--- src/rtl/ihf_pkg.sv ---
`default_nettype none

package ihf_pkg;

    localparam int IHF_MAX_FIELD = 32;

    localparam int MAG_W   = 32;
    localparam int CHAR_W  = 8;
    localparam int FLEN_W  = 6;
    localparam int SIZE_W  = 6;
    localparam int LEN_W   = 7;
    localparam int DIG_W   = 4;
    localparam int DIG_N   = 10;

    localparam logic [MAG_W-1:0] RECIP_10    = 32'hCCCC_CCCD;
    localparam int               RECIP_SHIFT = 35;

    localparam logic [CHAR_W-1:0] CHAR_ZERO  = 8'h30;
    localparam logic [CHAR_W-1:0] CHAR_A     = 8'h61;
    localparam logic [CHAR_W-1:0] CHAR_MINUS = 8'h2D;
    localparam logic [CHAR_W-1:0] CHAR_SPACE = 8'h20;

    typedef struct packed {
        logic             neg;
        logic [LEN_W-1:0] n;
        logic [LEN_W-1:0] nspc;
        logic [LEN_W-1:0] dstart;
    } ihf_layout_t;

    function automatic logic [CHAR_W-1:0] hex_char(input logic [DIG_W-1:0] d);
        logic [CHAR_W-1:0] c;
        if (d < DIG_W'(10))
        begin
            c = CHAR_ZERO + CHAR_W'(d);
        end
        else
        begin
            c = CHAR_A + CHAR_W'(d) - CHAR_W'(10);
        end
        return c;
    endfunction

endpackage

`default_nettype wire

--- src/rtl/ihf_req_if.sv ---
`default_nettype none

interface ihf_req_if;
    logic                        valid;
    logic                        ready;
    logic                        kind;
    logic [ihf_pkg::MAG_W-1:0]   value;
    logic [ihf_pkg::SIZE_W-1:0]  width;
    logic                        has_precision;
    logic [ihf_pkg::SIZE_W-1:0]  precision;

    modport source (output valid, kind, value, width, has_precision, precision,
                    input ready);
    modport sink (input valid, kind, value, width, has_precision, precision,
                  output ready);
endinterface

`default_nettype wire

--- src/rtl/ihf_chr_if.sv ---
`default_nettype none

interface ihf_chr_if;
    logic                        valid;
    logic                        ready;
    logic [ihf_pkg::CHAR_W-1:0]  out_char;
    logic                        last;
    logic [ihf_pkg::FLEN_W-1:0]  field_length;

    modport source (output valid, out_char, last, field_length, input ready);
    modport sink (input valid, out_char, last, field_length, output ready);
endinterface

`default_nettype wire

--- src/rtl/ihf_div_unit.sv ---
`default_nettype none

// Divides the held magnitude by the base: for decimal the reciprocal product is
// registered first, then the quotient and remainder are formed; hex uses a shift.
module ihf_div_unit
(
    input  wire logic                        clk,
    input  wire logic                        load,
    input  wire logic [ihf_pkg::MAG_W-1:0]   load_mag,
    input  wire logic                        is_hex,
    input  wire logic                        mul_en,
    input  wire logic                        dig_en,
    output logic      [ihf_pkg::DIG_W-1:0]   digit,
    output logic                             q_zero
);

    logic [ihf_pkg::MAG_W-1:0]     mag_reg;
    logic [2*ihf_pkg::MAG_W-1:0]   prod_reg;
    logic [ihf_pkg::MAG_W-1:0]     quot;
    logic [ihf_pkg::MAG_W-1:0]     rem_full;

    always_ff @(posedge clk)
    begin
        if (load)
        begin
            mag_reg <= load_mag;
        end
        else if (dig_en)
        begin
            mag_reg <= quot;
        end
        if (mul_en)
        begin
            prod_reg <= (2*ihf_pkg::MAG_W)'(mag_reg) * (2*ihf_pkg::MAG_W)'(ihf_pkg::RECIP_10);
        end
    end

    always_comb
    begin
        if (is_hex)
        begin
            quot = mag_reg >> ihf_pkg::DIG_W;
        end
        else
        begin
            quot = ihf_pkg::MAG_W'(prod_reg >> ihf_pkg::RECIP_SHIFT);
        end
        rem_full = mag_reg - ((quot << 3) + (quot << 1));
        digit    = is_hex ? mag_reg[ihf_pkg::DIG_W-1:0] : rem_full[ihf_pkg::DIG_W-1:0];
        q_zero   = (quot == '0);
    end

endmodule

`default_nettype wire

--- src/rtl/ihf_char_sel.sv ---
`default_nettype none

// Picks the character at a field position: spaces, then the sign, then
// zero padding, then the digits from most significant down.
module ihf_char_sel
(
    input  wire ihf_pkg::ihf_layout_t          layout,
    input  wire logic [ihf_pkg::LEN_W-1:0]     pos,
    output logic      [ihf_pkg::DIG_W-1:0]     dig_idx,
    input  wire logic [ihf_pkg::DIG_W-1:0]     dig_val,
    output logic      [ihf_pkg::CHAR_W-1:0]    out_char
);

    logic [ihf_pkg::LEN_W-1:0] rev_pos;

    always_comb
    begin
        rev_pos = layout.n - ihf_pkg::LEN_W'(1) - pos;
        dig_idx = rev_pos[ihf_pkg::DIG_W-1:0];
        if (pos < layout.nspc)
        begin
            out_char = ihf_pkg::CHAR_SPACE;
        end
        else if (layout.neg && (pos == layout.nspc))
        begin
            out_char = ihf_pkg::CHAR_MINUS;
        end
        else if (pos < layout.dstart)
        begin
            out_char = ihf_pkg::CHAR_ZERO;
        end
        else
        begin
            out_char = ihf_pkg::hex_char(dig_val);
        end
    end

endmodule

`default_nettype wire

--- src/rtl/int_hex_field_formatter.sv ---
`default_nettype none

// Formats one 32-bit integer as a printf-style %d or %x field and sends it out
// one character per transfer, most significant first, with last set on the
// final character and the field length on every character. An item is accepted,
// then each digit is formed in the divide-by-base unit by its multiply and digit
// states (up to ten digits for decimal, eight for hex), the field is laid out,
// and then one character is loaded per cycle while the output is taken. The
// block takes no new request until the last character of the current one has
// entered the output register.
module int_hex_field_formatter
#(
    parameter int MAX_FIELD = ihf_pkg::IHF_MAX_FIELD
)
(
    input  wire logic  clk,
    input  wire logic  rst_n,
    ihf_req_if.sink    req,
    ihf_chr_if.source  chr
);

    typedef enum logic [4:0]
    {
        ST_IDLE = 5'b00001,
        ST_MUL  = 5'b00010,
        ST_DIG  = 5'b00100,
        ST_CALC = 5'b01000,
        ST_EMIT = 5'b10000
    } state_t;

    localparam int LW = ihf_pkg::LEN_W;

    state_t                            state_reg, state_next;
    logic                              is_hex_reg;
    logic                              neg_reg;
    logic [LW-1:0]                     width_reg;
    logic [LW-1:0]                     prec_reg;
    logic [ihf_pkg::DIG_W-1:0]         ndig_reg;
    logic [LW-1:0]                     pos_reg;
    ihf_pkg::ihf_layout_t              layout_reg, layout_next;
    logic [ihf_pkg::DIG_W-1:0]         dig_mem [ihf_pkg::DIG_N];

    logic                              out_valid_reg;
    logic [ihf_pkg::CHAR_W-1:0]        out_char_reg;
    logic                              out_last_reg;
    logic [ihf_pkg::FLEN_W-1:0]        out_len_reg;

    logic                              accept;
    logic                              neg_in;
    logic [ihf_pkg::MAG_W-1:0]         mag_in;
    logic [LW-1:0]                     width_in, prec_in;
    logic [ihf_pkg::DIG_W-1:0]         digit;
    logic                              q_zero;
    logic [ihf_pkg::DIG_W-1:0]         dig_idx;
    logic [ihf_pkg::DIG_W-1:0]         dig_val;
    logic [ihf_pkg::CHAR_W-1:0]        sel_char;
    logic                              out_free;
    logic                              emit_load;
    logic                              emit_last;
    logic [LW-1:0]                     core_z, core;

    assign accept    = req.valid && req.ready;
    assign req.ready = (state_reg == ST_IDLE);
    assign neg_in    = !req.kind && req.value[ihf_pkg::MAG_W-1];
    assign mag_in    = neg_in ? (ihf_pkg::MAG_W'(0) - req.value) : req.value;
    assign width_in  = ({1'b0, req.width} > LW'(MAX_FIELD)) ? LW'(MAX_FIELD)
                                                            : {1'b0, req.width};
    assign prec_in   = !req.has_precision ? '0
                     : (({1'b0, req.precision} > LW'(MAX_FIELD)) ? LW'(MAX_FIELD)
                                                                 : {1'b0, req.precision});

    assign out_free  = !out_valid_reg || chr.ready;
    assign emit_load = (state_reg == ST_EMIT) && out_free;
    assign emit_last = (pos_reg == layout_reg.n - LW'(1));

    ihf_div_unit u_div
    (
        .clk      (clk),
        .load     (accept),
        .load_mag (mag_in),
        .is_hex   (is_hex_reg),
        .mul_en   (state_reg == ST_MUL),
        .dig_en   (state_reg == ST_DIG),
        .digit    (digit),
        .q_zero   (q_zero)
    );

    ihf_char_sel u_sel
    (
        .layout   (layout_reg),
        .pos      (pos_reg),
        .dig_idx  (dig_idx),
        .dig_val  (dig_val),
        .out_char (sel_char)
    );

    assign dig_val = (dig_idx < ihf_pkg::DIG_W'(ihf_pkg::DIG_N)) ? dig_mem[dig_idx] : '0;

    always_comb
    begin
        core_z             = (LW'(ndig_reg) > prec_reg) ? LW'(ndig_reg) : prec_reg;
        core               = core_z + LW'(neg_reg);
        layout_next.neg    = neg_reg;
        layout_next.n      = (width_reg > core) ? width_reg : core;
        layout_next.nspc   = layout_next.n - core;
        layout_next.dstart = layout_next.n - LW'(ndig_reg);
    end

    always_comb
    begin
        state_next = state_reg;
        unique case (state_reg)
            ST_IDLE:
            begin
                if (accept)
                begin
                    state_next = ST_MUL;
                end
            end
            ST_MUL:
            begin
                state_next = ST_DIG;
            end
            ST_DIG:
            begin
                state_next = q_zero ? ST_CALC : ST_MUL;
            end
            ST_CALC:
            begin
                state_next = ST_EMIT;
            end
            ST_EMIT:
            begin
                if (emit_load && emit_last)
                begin
                    state_next = ST_IDLE;
                end
            end
            default:
            begin
                state_next = ST_IDLE;
            end
        endcase
    end

    always_ff @(posedge clk or negedge rst_n)
    begin
        if (!rst_n)
        begin
            state_reg     <= ST_IDLE;
            out_valid_reg <= 1'b0;
            ndig_reg      <= '0;
            pos_reg       <= '0;
        end
        else
        begin
            state_reg <= state_next;
            if (accept)
            begin
                ndig_reg <= '0;
            end
            else if (state_reg == ST_DIG)
            begin
                ndig_reg <= ndig_reg + ihf_pkg::DIG_W'(1);
            end
            if (state_reg == ST_CALC)
            begin
                pos_reg <= '0;
            end
            else if (emit_load)
            begin
                pos_reg <= pos_reg + LW'(1);
            end
            if (emit_load)
            begin
                out_valid_reg <= 1'b1;
            end
            else if (chr.ready)
            begin
                out_valid_reg <= 1'b0;
            end
        end
    end

    always_ff @(posedge clk)
    begin
        if (accept)
        begin
            is_hex_reg <= req.kind;
            neg_reg    <= neg_in;
            width_reg  <= width_in;
            prec_reg   <= prec_in;
        end
        if (state_reg == ST_DIG)
        begin
            dig_mem[ndig_reg] <= digit;
        end
        if (state_reg == ST_CALC)
        begin
            layout_reg <= layout_next;
        end
        if (emit_load)
        begin
            out_char_reg <= sel_char;
            out_last_reg <= emit_last;
            out_len_reg  <= ihf_pkg::FLEN_W'(layout_reg.n);
        end
    end

    assign chr.valid        = out_valid_reg;
    assign chr.out_char     = out_char_reg;
    assign chr.last         = out_last_reg;
    assign chr.field_length = out_len_reg;

    a_ndig_bound: assert property (@(posedge clk) disable iff (!rst_n)
        ndig_reg <= ihf_pkg::DIG_W'(ihf_pkg::DIG_N))
        else $error("digit count exceeds the digit store");

    a_calc_has_digit: assert property (@(posedge clk) disable iff (!rst_n)
        (state_reg == ST_CALC) |-> (ndig_reg != '0))
        else $error("layout started with no digits");

    a_last_digit: assert property (@(posedge clk) disable iff (!rst_n)
        ((state_reg == ST_DIG) && q_zero) |=> (state_reg == ST_CALC))
        else $error("conversion did not end on a zero quotient");

    a_emit_in_field: assert property (@(posedge clk) disable iff (!rst_n)
        (state_reg == ST_EMIT) |-> (pos_reg < layout_reg.n))
        else $error("character position beyond the field");

    a_no_overwrite: assert property (@(posedge clk) disable iff (!rst_n)
        (out_valid_reg && !chr.ready) |-> !emit_load)
        else $error("output register overwritten before its transfer");

endmodule

`default_nettype wire

--- src/flat_wrapper.sv ---
// flat-port wrapper written by rule: the top's interface ports become plain ports
module int_hex_field_formatter_flat 
#(
    parameter int MAX_FIELD = ihf_pkg::IHF_MAX_FIELD
)
  (clk, rst_n, req_valid, req_kind, req_value, req_width, req_has_precision, req_precision, req_ready, chr_valid, chr_out_char, chr_last, chr_field_length, chr_ready);
  ihf_req_if req_i ();
  ihf_chr_if chr_i ();
  input  wire logic clk;
  input  wire logic rst_n;
  input wire logic [$bits(req_i.valid)-1:0] req_valid;
  input wire logic [$bits(req_i.kind)-1:0] req_kind;
  input wire logic [$bits(req_i.value)-1:0] req_value;
  input wire logic [$bits(req_i.width)-1:0] req_width;
  input wire logic [$bits(req_i.has_precision)-1:0] req_has_precision;
  input wire logic [$bits(req_i.precision)-1:0] req_precision;
  output wire logic [$bits(req_i.ready)-1:0] req_ready;
  output wire logic [$bits(chr_i.valid)-1:0] chr_valid;
  output wire logic [$bits(chr_i.out_char)-1:0] chr_out_char;
  output wire logic [$bits(chr_i.last)-1:0] chr_last;
  output wire logic [$bits(chr_i.field_length)-1:0] chr_field_length;
  input wire logic [$bits(chr_i.ready)-1:0] chr_ready;
  assign req_i.valid = req_valid;
  assign req_i.kind = req_kind;
  assign req_i.value = req_value;
  assign req_i.width = req_width;
  assign req_i.has_precision = req_has_precision;
  assign req_i.precision = req_precision;
  assign req_ready = req_i.ready;
  assign chr_valid = chr_i.valid;
  assign chr_out_char = chr_i.out_char;
  assign chr_last = chr_i.last;
  assign chr_field_length = chr_i.field_length;
  assign chr_i.ready = chr_ready;
  int_hex_field_formatter #(.MAX_FIELD(MAX_FIELD)) u_core (.clk(clk), .rst_n(rst_n), .req(req_i), .chr(chr_i));
endmodule
--- config.mk ---
export PLATFORM = sky130hd
export DESIGN_NAME = int_hex_field_formatter_flat
export DESIGN_NICKNAME = d
export VERILOG_FILES = /design/src/rtl/ihf_pkg.sv /design/src/rtl/ihf_req_if.sv /design/src/rtl/ihf_chr_if.sv /design/src/rtl/ihf_div_unit.sv /design/src/rtl/ihf_char_sel.sv /design/src/rtl/int_hex_field_formatter.sv /design/src/flat_wrapper.sv
export SDC_FILE = /design/constraint.sdc
export NUM_CORES = 1
export LEC_CHECK = 0
export BUFFER_PORTS_ARGS = -buffer_cell sky130_fd_sc_hd__buf_2
export CORE_MARGIN = 1
export CORE_UTILIZATION = 38
export CTS_CLUSTER_DIAMETER = 120
export CTS_CLUSTER_SIZE = 8
export DETAILED_ROUTE_END_ITERATION = 6
export PLACE_DENSITY = 0.55
export SLEW_MARGIN = 30
export SYNTH_ARGS = -nofsm -noshare
export SYNTH_HDL_FRONTEND = slang
export SYNTH_SLANG_ARGS = --single-unit
--- constraint.sdc ---
create_clock -name clk -period 21.5 [get_ports clk]
set_input_delay 3.225 -clock clk [delete_from_list [all_inputs] [get_ports clk]]
set_output_delay 3.225 -clock clk [all_outputs]
set_load 0.005 [all_outputs]
==> impl_results.md, run 1 <==
* Outcome: completed
* Via density at 5.13
* Synth unique cells at 78
* Clock-pin slew on the worst setup and hold paths at 0.08 ns
* Cells after Synth at 2529
* Placed cell count at 3434
* Syn_area_per_cell at 10.3 sq um
* CP Launch Type: flop
* Antenna violations before repair at 1
* Total number of placement rows at 95
* Xor/xnor cell area share of the yosys netlist at 4.79%
* Routed wire length at 75400 um
* Postcts setup bufs at 0
* Layout cells sized above 1 at around 5.5%
* Final Wtd Congestion at 0.954
* Max FO, Critical Path at 9
* Placed cell area at 27500 sq um
* Port buffer count at 65
* Most common cell in the netlist: inv_1
* Cts hold-fix bufs at 0
* Register area share after synthesis at 19.0%
* Initial Util at 38.7%
* Unrepaired setup endpoints after global routing: false
* Critical-path cell with the highest stage delay: xor2_1
* Synth Area in Simple Gates at 7.16%
* Ys Warns at 0
* Top FF cell, synth: edfxtp_1
* Max clock buf depth at 2
* Final Setup Violations at 0
* Most used cell, CP: fa_1
* Vias at 17800
* CP top delay family: adder cells
* Critical path class: reg2reg
* Gr usage total at 22.5%
* Worst Tran Pin Value at 0.937 ns
* H-tree depth at 4
* Critical path arrival at 8.37 ns
* Grt total ovfl at 0
* Seq cells post-synth at 168
* Fin. max-slew vios at 0
* Hold Vio Cnt, Final at 0
* Worst Clk Skew at 0.0186 ns
* Required @ worst endpoint at around 22 ns
* DR DRC count at 0
* Nets@finish at approximately 3400
* Area contributors post-synth: fa_1 30%, ha_1 19%, edfxtp_1 17%
* Fin crit share at 38.1%
* Tmin final at roughly 8.2 ns
* Synth top cells by count: 654 x inv_1, 396 x ha_1, 389 x fa_1, 151 x edfxtp_1, 103 x a21oi_1
* Multiplexer share of the synthesized area at 2.32%
* F_max at 122 MHz
* Clock Sink Count at 168
* CP endpoint kind: flop
* Vias in the first global route at 19300
* FILL cells at 6588
* Final instance area at roughly 28000 sq um
* Maxcap violations at 0
* Slew margin rel. at 36.9%
* Die area at roughly 70000 sq um
* Setup tns final at 0 ns
* Post-synth ARST share at 10.1%
* Die width at roughly 260 um
* Clock Latency Late Sink at 0.45 ns
* Post-Synth Adder-Cell Area at between 40% and 50%
* Core area at 67500 sq um
* Synth Area in Compound Gates at under 10%
* Layout overhead on the synthesized area at 7.57%
* TritonRoute pass-1 iters at 7
* Wire length per cell at roughly 22 um
* Worst path cell trace: ha_1 > xor2_1 > a21o_1 > fa_1 > fa_1 > fa_1 > fa_1 > fa_1 > fa_1 > ha_1 > nand4_1 > nor4_1 > nand4_1 > o31ai_1 > buf_4 > a31o_2 > a21oi_1 > o21ai_0 > xor2_1
* Post-CTS sizing at 0
* Area leader, netlist: fa_1
* Largest net degree at the start of global routing at 43
* CTS root buf: clkbuf_16
* Critical path buffers and inverters at 1
* Post-synth EDFFs at 151
* Critical path's largest stage delay at 0.67 ns
* Mapped cell area at 26100 sq um
* Mapped Nets at around 3400
* # IOs at 67
* Largest family of logic cells by synthesized area: adder cells
* Post-DP HPWL at 67100 um
* Finished Layout Cells at 3467
* Hold WC Path Type: reg2reg
* Detailed Route Iter0 Violations at 1073
* Clock tree from TritonCTS: yes
* Post-synth top area share at 29.8%
* CTS Buf Count at 17
* First-pass GRT wire length at approximately 120000 um
* Max reg flops at 40
* Chip Height at roughly 260 um
* DRT antenna net count at 0
-- layout make-up --
cell class / instances / area, sq um / share of cell area, %
Tap cell: 873 / 1090 / 3.89
Sequential cell: 168 / 4960 / 17.7
Clock inverter: 15 / 196 / 0.700
Multi-Input combinational cell: 1663 / 18500 / 66.0
Timing Repair Buffer: 76 / 408 / 1.45
Clock buffer: 17 / 425 / 1.52
Inverter: 654 / 2450 / 8.74
Antenna cell: 1 / 2.50 / 0.00891
-- placed cells by master (no fill, tap or decap), types with 4 or more instances in the layout --
cell type and instances:
inv_8 6, clkbuf_16 17, o21ai_1 5, nor4_1 13
o21bai_1 6, nand3_1 25, nand2b_1 9, nand4_1 27
nor2_1 85, buf_4 11, inv_1 654, ha_1 396
o31ai_1 6, mux4_2 8, nor2b_1 25, a31oi_1 12
nand2_1 94, nor3_1 24, a21o_1 61, nand3b_1 4
o21a_1 12, edfxtp_1 151, o22ai_1 6, xor2_1 74
o21ai_0 60, or3_1 8, buf_2 65, xnor2_1 67
and3_1 6, or2_2 4, fa_1 389, a211oi_1 4
dfrtp_1 16, mux2i_1 40, clkinv_8 4, and2_1 20
o211ai_1 5, and4_1 5, a21oi_1 103
-- routing by layer --
metal / track usage, % / vias up / part of all wire (%)
li1: - / 8242 / -
met1: 28.8 / 9065 / 42
met2: 39.6 / 407 / 50
met3: 2.63 / 75 / 3.9
met4: 6.85 / 0 / 3.1
met5: 0 / - / 0
-- cells by family after synthesis --
kind of cell / count (synthesis)
and+or+nand+nor: 367
xor gates and xnor gates: 142
adders and majority gates: 785
other: 2
buffers and inverters: 698
AOI/OAI and AO/OA: 317
DFF: 168
muxes: 50
-- final timing paths --
kind / to / from / slack, ns / depth (start not counted)
max: u_core.u_div.prod_reg[59] / u_core.u_div.mag_reg[2] / 13.32 / 19
max reg2reg: u_core.u_div.prod_reg[59] / u_core.u_div.mag_reg[2] / 13.32 / 19
max in group asynchronous: u_core.state_reg[0] / rst_n / 18.41 / 1
min: u_core.layout_reg[21] / u_core.neg_reg / 0.47 / 0
min in group asynchronous: u_core.pos_reg[5] / rst_n / 2.73 / 1
min reg2reg: u_core.layout_reg[21] / u_core.neg_reg / 0.47 / 0
-- metrics by stage --
step / hold WS, ns / setup slack, ns / util (%)
after floorplan: 0.433 / 14.63 / -
final: 0.474 / 13.32 / 41.6
after global routing: 0.490 / 13.12 / 41.6
after detailed placement: 0.452 / 13.38 / 40.7
after CTS: 0.473 / 13.36 / 41.6
after global placement: 0.453 / 13.38 / 40.7
Power of run 1 is not shown: default switching activity piles up to over one toggle a cycle in this logic, so the estimate is an artifact.
==> run 2: changes to the inputs <==
==> constraint.sdc (replaced) <==
create_clock -name clk -period 8.33 [get_ports clk]
set_input_delay 1.2495 -clock clk [delete_from_list [all_inputs] [get_ports clk]]
set_output_delay 1.2495 -clock clk [all_outputs]
set_load 0.005 [all_outputs]
==> impl_results.md, run 2 (synthesized netlist as in run 1, its figures left out) <==
* Tmin final at around 7.9 ns
* Postcts setup bufs at 0
* # IOs at 67
* Final core utilization at 41.8%
* CP top delay family: adder cells
* CTS root buf: clkbuf_16
* Grt total ovfl at 0
* Unrepaired setup endpoints after global routing: false
* Maxcap violations at 0
* Cts hold-fix bufs at 0
* Vias at roughly 18000
* Commonest non-fill, non-tap cell in the layout: inv_1
* Required @ worst endpoint at about 8.5 ns
* CP Launch Type: flop
* Max FO, Critical Path at 7
* Slew margin rel. at 34.4%
* Worst path cell trace: ha_1 > inv_1 > fa_1 > inv_1 > fa_1 > inv_1 > fa_1 > inv_1 > fa_1 > fa_1 > fa_1 > fa_1 > ha_1 > nand4_1 > nor4_1 > nand4_1 > o31ai_1 > buf_4 > a31o_2 > a21boi_0 > o21ba_2 > xnor2_1
* Worst R2R Start: u_core.u_div.mag_reg[21]
* Initial Util at between 30% and 40%
* Layout cells sized above 1 at 6.24%
* Antenna violations before repair at 0
* Wire length per cell at 21.9 um
* Fin. max-slew vios at 0
* Via density at about 5.1
* Hold Vio Cnt, Final at 0
* Reg2reg end: u_core.u_div.prod_reg[55]
* Ant. Diodes at 0
* Die width at 264 um
* Total number of placement rows at 95
* DRT antenna net count at 0
* Most used cell, CP: fa_1
* CP endpoint kind: flop
* Vias in the first global route at 19300
* Fin crit share at 95.4%
* Routed wire length at 76200 um
* Max clock buf depth at 2
* Critical path buffers and inverters at 5
* Crit path to: u_core.u_div.prod_reg[55]
* Leading cell types in the layout, fill and taps excluded: 654 x inv_1, 396 x ha_1, 389 x fa_1
* Critical path arrival at 8.13 ns
* Worst Clk Skew at 0.0153 ns
* CP startpoint: u_core.u_div.mag_reg[21]
* Critical path class: reg2reg
* Chip Height at 264 um
* F_max at 126 MHz
* Worst Tran Pin Value at about 0.97 ns
* Final Wtd Congestion at around 0.94
* Finished Layout Cells at 3487
* Critical path's largest stage delay at ~0.7 ns
* Placed cell count at 3455
* Clock Latency Late Sink at 0.44 ns
* DR DRC count at 0
* Post-CTS sizing at 0
* Port buffer count at 65
* Hold WC Path Type: reg2reg
* Gr usage total at 22.8%
* Worst reg-to-reg path cell count at 22
* Outcome: completed
* Setup tns final at 0 ns
* Worst reg2reg setup slack at slightly below 0.4 ns
* Core area at around 68000 sq um
* Clock-pin slew on the worst setup and hold paths at 0.07 ns
* Detailed Route Iter0 Violations at 1235
* First-pass GRT wire length at 119000 um
* Layout overhead on the synthesized area at 8.10%
* Die area at 69700 sq um
* Clock Sink Count at 168
* Largest net degree at the start of global routing at between 40 and 50
* Min Hold Slack at 0.477 ns
* Stages on worst setup path at 22
* Critical-path cell with the highest stage delay: ha_1
* Max reg flops at 40
* Nets@finish at 3436
* H-tree depth at 4
* Post-DP HPWL at about 67000 um
* CTS Buf Count at 17
* TritonRoute pass-1 iters at 7
* Clock tree from TritonCTS: yes
* Final Setup Violations at 0
[run 2: cell count changes in the layout (fill, tap and decap cells not counted)]
cell / delta
clkinv_2: +1
inv_6: +3
clkinv_1: +1
inv_8: -4
clkinvlp_4: -1
buf_4: +21
diode_2: -1
[run 2: routing by layer]
| layer | up-vias | part of all wire [%] | GRT usage [%] |
|---|---|---|---|
| li1 | 8276 | - | - |
| met1 | 9036 | 44 | 30.4 |
| met2 | 404 | 49 | 39.4 |
| met3 | 64 | 3.6 | 2.57 |
| met4 | 0 | 2.6 | 5.64 |
| met5 | - | 0 | 0 |
[run 2: through the flow]
step / instance area [sq um] / setup slack, ns
2_1_floorplan: 26100 / 1.46
3_3_place_gp: 27600 / 0.565
3_5_place_dp: 27600 / 0.512
4_1_cts: 28200 / 0.463
5_1_grt: 28200 / 0.0500
6_report: 28200 / 0.385
[run 2: area by class of cell]
cell class	instances	area [sq um]
Timing Repair Buffer	97	566
Fill cell	6569	39300
Clock inverter	15	179
Inverter	654	2450
Clock buffer	17	425
Tap cell	873	1090
Multi-Input combinational cell	1663	18500
Sequential cell	168	4960
[run 2: worst min-delay path by stage]
stage	from	end	slack, ns	cells past startpoint
finish	u_core.neg_reg	u_core.layout_reg[21]	0.48	0
global route	u_core.neg_reg	u_core.layout_reg[21]	0.51	0
CTS	u_core.neg_reg	u_core.layout_reg[21]	0.48	0
detailed placement	u_core.neg_reg	u_core.layout_reg[21]	0.46	0
global placement	u_core.neg_reg	u_core.layout_reg[21]	0.46	0
floorplan	u_core.neg_reg	u_core.layout_reg[21]	0.43	0
Power of run 2 is left out for the same reason.
==> run 3: changes to the inputs <==
--- a/config.mk
+++ b/config.mk
@@ -5,13 +5,13 @@
 export SDC_FILE = /design/constraint.sdc
 export NUM_CORES = 1
 export LEC_CHECK = 0
-export BUFFER_PORTS_ARGS = -buffer_cell sky130_fd_sc_hd__buf_2
 export CORE_MARGIN = 1
 export CORE_UTILIZATION = 38
 export CTS_CLUSTER_DIAMETER = 120
 export CTS_CLUSTER_SIZE = 8
 export DETAILED_ROUTE_END_ITERATION = 6
-export PLACE_DENSITY = 0.55
+export DONT_BUFFER_PORTS = 1
+export PLACE_DENSITY = 0.54
 export SLEW_MARGIN = 30
 export SYNTH_ARGS = -nofsm -noshare
 export SYNTH_HDL_FRONTEND = slang
==> impl_results.md, run 3 (synthesized netlist as in run 1, its figures left out) <==
* Hold WC Path Type: in2async
* Critical path arrival at 8.07 ns
* Core area at 67500 sq um
* Maxcap violations at 0
* Critical path buffers and inverters at 7
* Vias in the first global route at 19100
* Clock-pin slew on the worst setup and hold paths at approximately 0.07 ns
* Routed wire length at 73900 um
* TritonRoute pass-1 iters at 5
* Multi-input logic area at 18500 sq um
* Finished Layout Cells at ~3400
* Port buffer count at 0
* Die width at 264 um
* Layout overhead on the synthesized area at 6.52%
* CTS Buf Count at 17
* Final Wtd Congestion at 0.968
* Clock Latency Late Sink at 0.44 ns
* Clock Sink Count at 168
* Hold Vio Cnt, Final at 0
* PnR worst setup slack at 0.457 ns
* Unrepaired setup endpoints after global routing: false
* CTS root buf: clkbuf_16
* FILL cells at 6606
* Chip Height at 264 um
* Grt total ovfl at 0
* Antenna violations before repair at 1
* CP Launch Type: flop
* Gr usage total at 22.2%
* Critical path class: reg2reg
* Fin crit share at 94.5%
* Required @ worst endpoint at 8.52 ns
* Die area at 69700 sq um
* Worst reg2reg setup slack at 0.46 ns
* Most used cell, CP: fa_1
* Worst Tran Pin Value at 0.917 ns
* Critical-path cell with the highest stage delay: edfxtp_1
* Postcts setup bufs at 0
* Fin. max-slew vios at 0
* Largest net degree at the start of global routing at between 40 and 50
* Via density at just over 5
* Wire length per cell at 21.6 um
* Post-CTS sizing at 0
* Layout cells sized above 1 at 3.54%
* DP Worst Slack at 0.582 ns
* CP endpoint kind: flop
* Vias at 17600
* Tmin final at slightly below 8 ns
* Max reg flops at 40
* Critical path's largest stage delay at 0.64 ns
* Final Setup Violations at 0
* Total number of placement rows at 95
* Nets@finish at between 3000 and 4000
* H-tree depth at 4
* First-pass GRT wire length at 115000 um
* Placed cell count at about 3400
* Clock tree from TritonCTS: yes
* Max FO, Critical Path at 6
* Cts hold-fix bufs at 0
* Outcome: completed
* Commonest non-fill, non-tap cell in the layout: inv_1
* Initial Util at approximately 39%
* CP top delay family: adder cells
* Max clock buf depth at 2
* Detailed Route Iter0 Violations at 1135
* # IOs at 67
* F_max at 127 MHz
* DR DRC count at 0
* Leading cell types in the layout, fill and taps excluded: 654 x inv_1, 396 x ha_1, 389 x fa_1
* Post-DP HPWL at 65100 um
* Slew margin rel. at around two fifths
* DRT antenna net count at 0
* Setup tns final at 0 ns
* Worst path cell trace: ha_1 > inv_1 > fa_1 > inv_1 > fa_1 > inv_1 > fa_1 > inv_1 > fa_1 > fa_1 > fa_1 > inv_1 > fa_1 > inv_1 > ha_1 > nand4_1 > nor4_1 > nand4_1 > o31ai_1 > buf_4 > a31o_2 > a21boi_0 > o21ba_2 > xnor2_1
* Storage cell area at 4960 sq um
* Worst Clk Skew at 0.0106 ns
## run 3: cell types whose count changed in the layout (fill, tap and decap cells not counted), moves of 2 or more
cell        delta
buf_2         -65
clkinv_8       -4
clkbuf_8       +2
clkbuf_1       +2
inv_6          -3
clkinvlp_4     +3
buf_4          -8
## run 3: stage by stage
stage                     hold slack, ns  util (%)  cell area, sq um
after floorplan                    0.433         -             26100
after global placement             0.476      40.3             27200
after detailed placement           0.489      40.3             27200
after CTS                          0.471      41.2             27800
after global routing               0.461      41.2             27800
final                              0.493      41.2             27800
## run 3: area by class of cell
cell class,instances,area share [%]
flip-flops and latches,168,17.8
well taps,873,3.93
clock buffers,21,1.66
clock inverters,11,0.409
inverters,654,8.83
diodes,1,0.00900
repair buffers,24,0.648
multi-input cells,1663,66.7
## run 3: path summary, 6_finish.rpt
| check | from | endpoint | cells past startpoint |
|---|---|---|---|
| max reg2reg | u_core.u_div.mag_reg[17] | u_core.u_div.prod_reg[55] | 24 |
| max in group asynchronous | rst_n | u_core.state_reg[0] | 0 |
| min reg2reg | u_core.neg_reg | u_core.layout_reg[21] | 0 |
| min in group clk | u_core.neg_reg | u_core.layout_reg[21] | 0 |
| max | u_core.u_div.mag_reg[17] | u_core.u_div.prod_reg[55] | 24 |
| min | rst_n | u_core.pos_reg[3] | 0 |
## run 3: routing by layer
metal	GRT usage, %	part of all wire (%)	vias to the layer above
met4	8.28	4.0	0
met1	29.0	43	8926
met5	0	0	-
met3	4.54	5.9	108
met2	36.2	47	476
li1	-	-	8134
Power of run 3 is left out for the same reason.
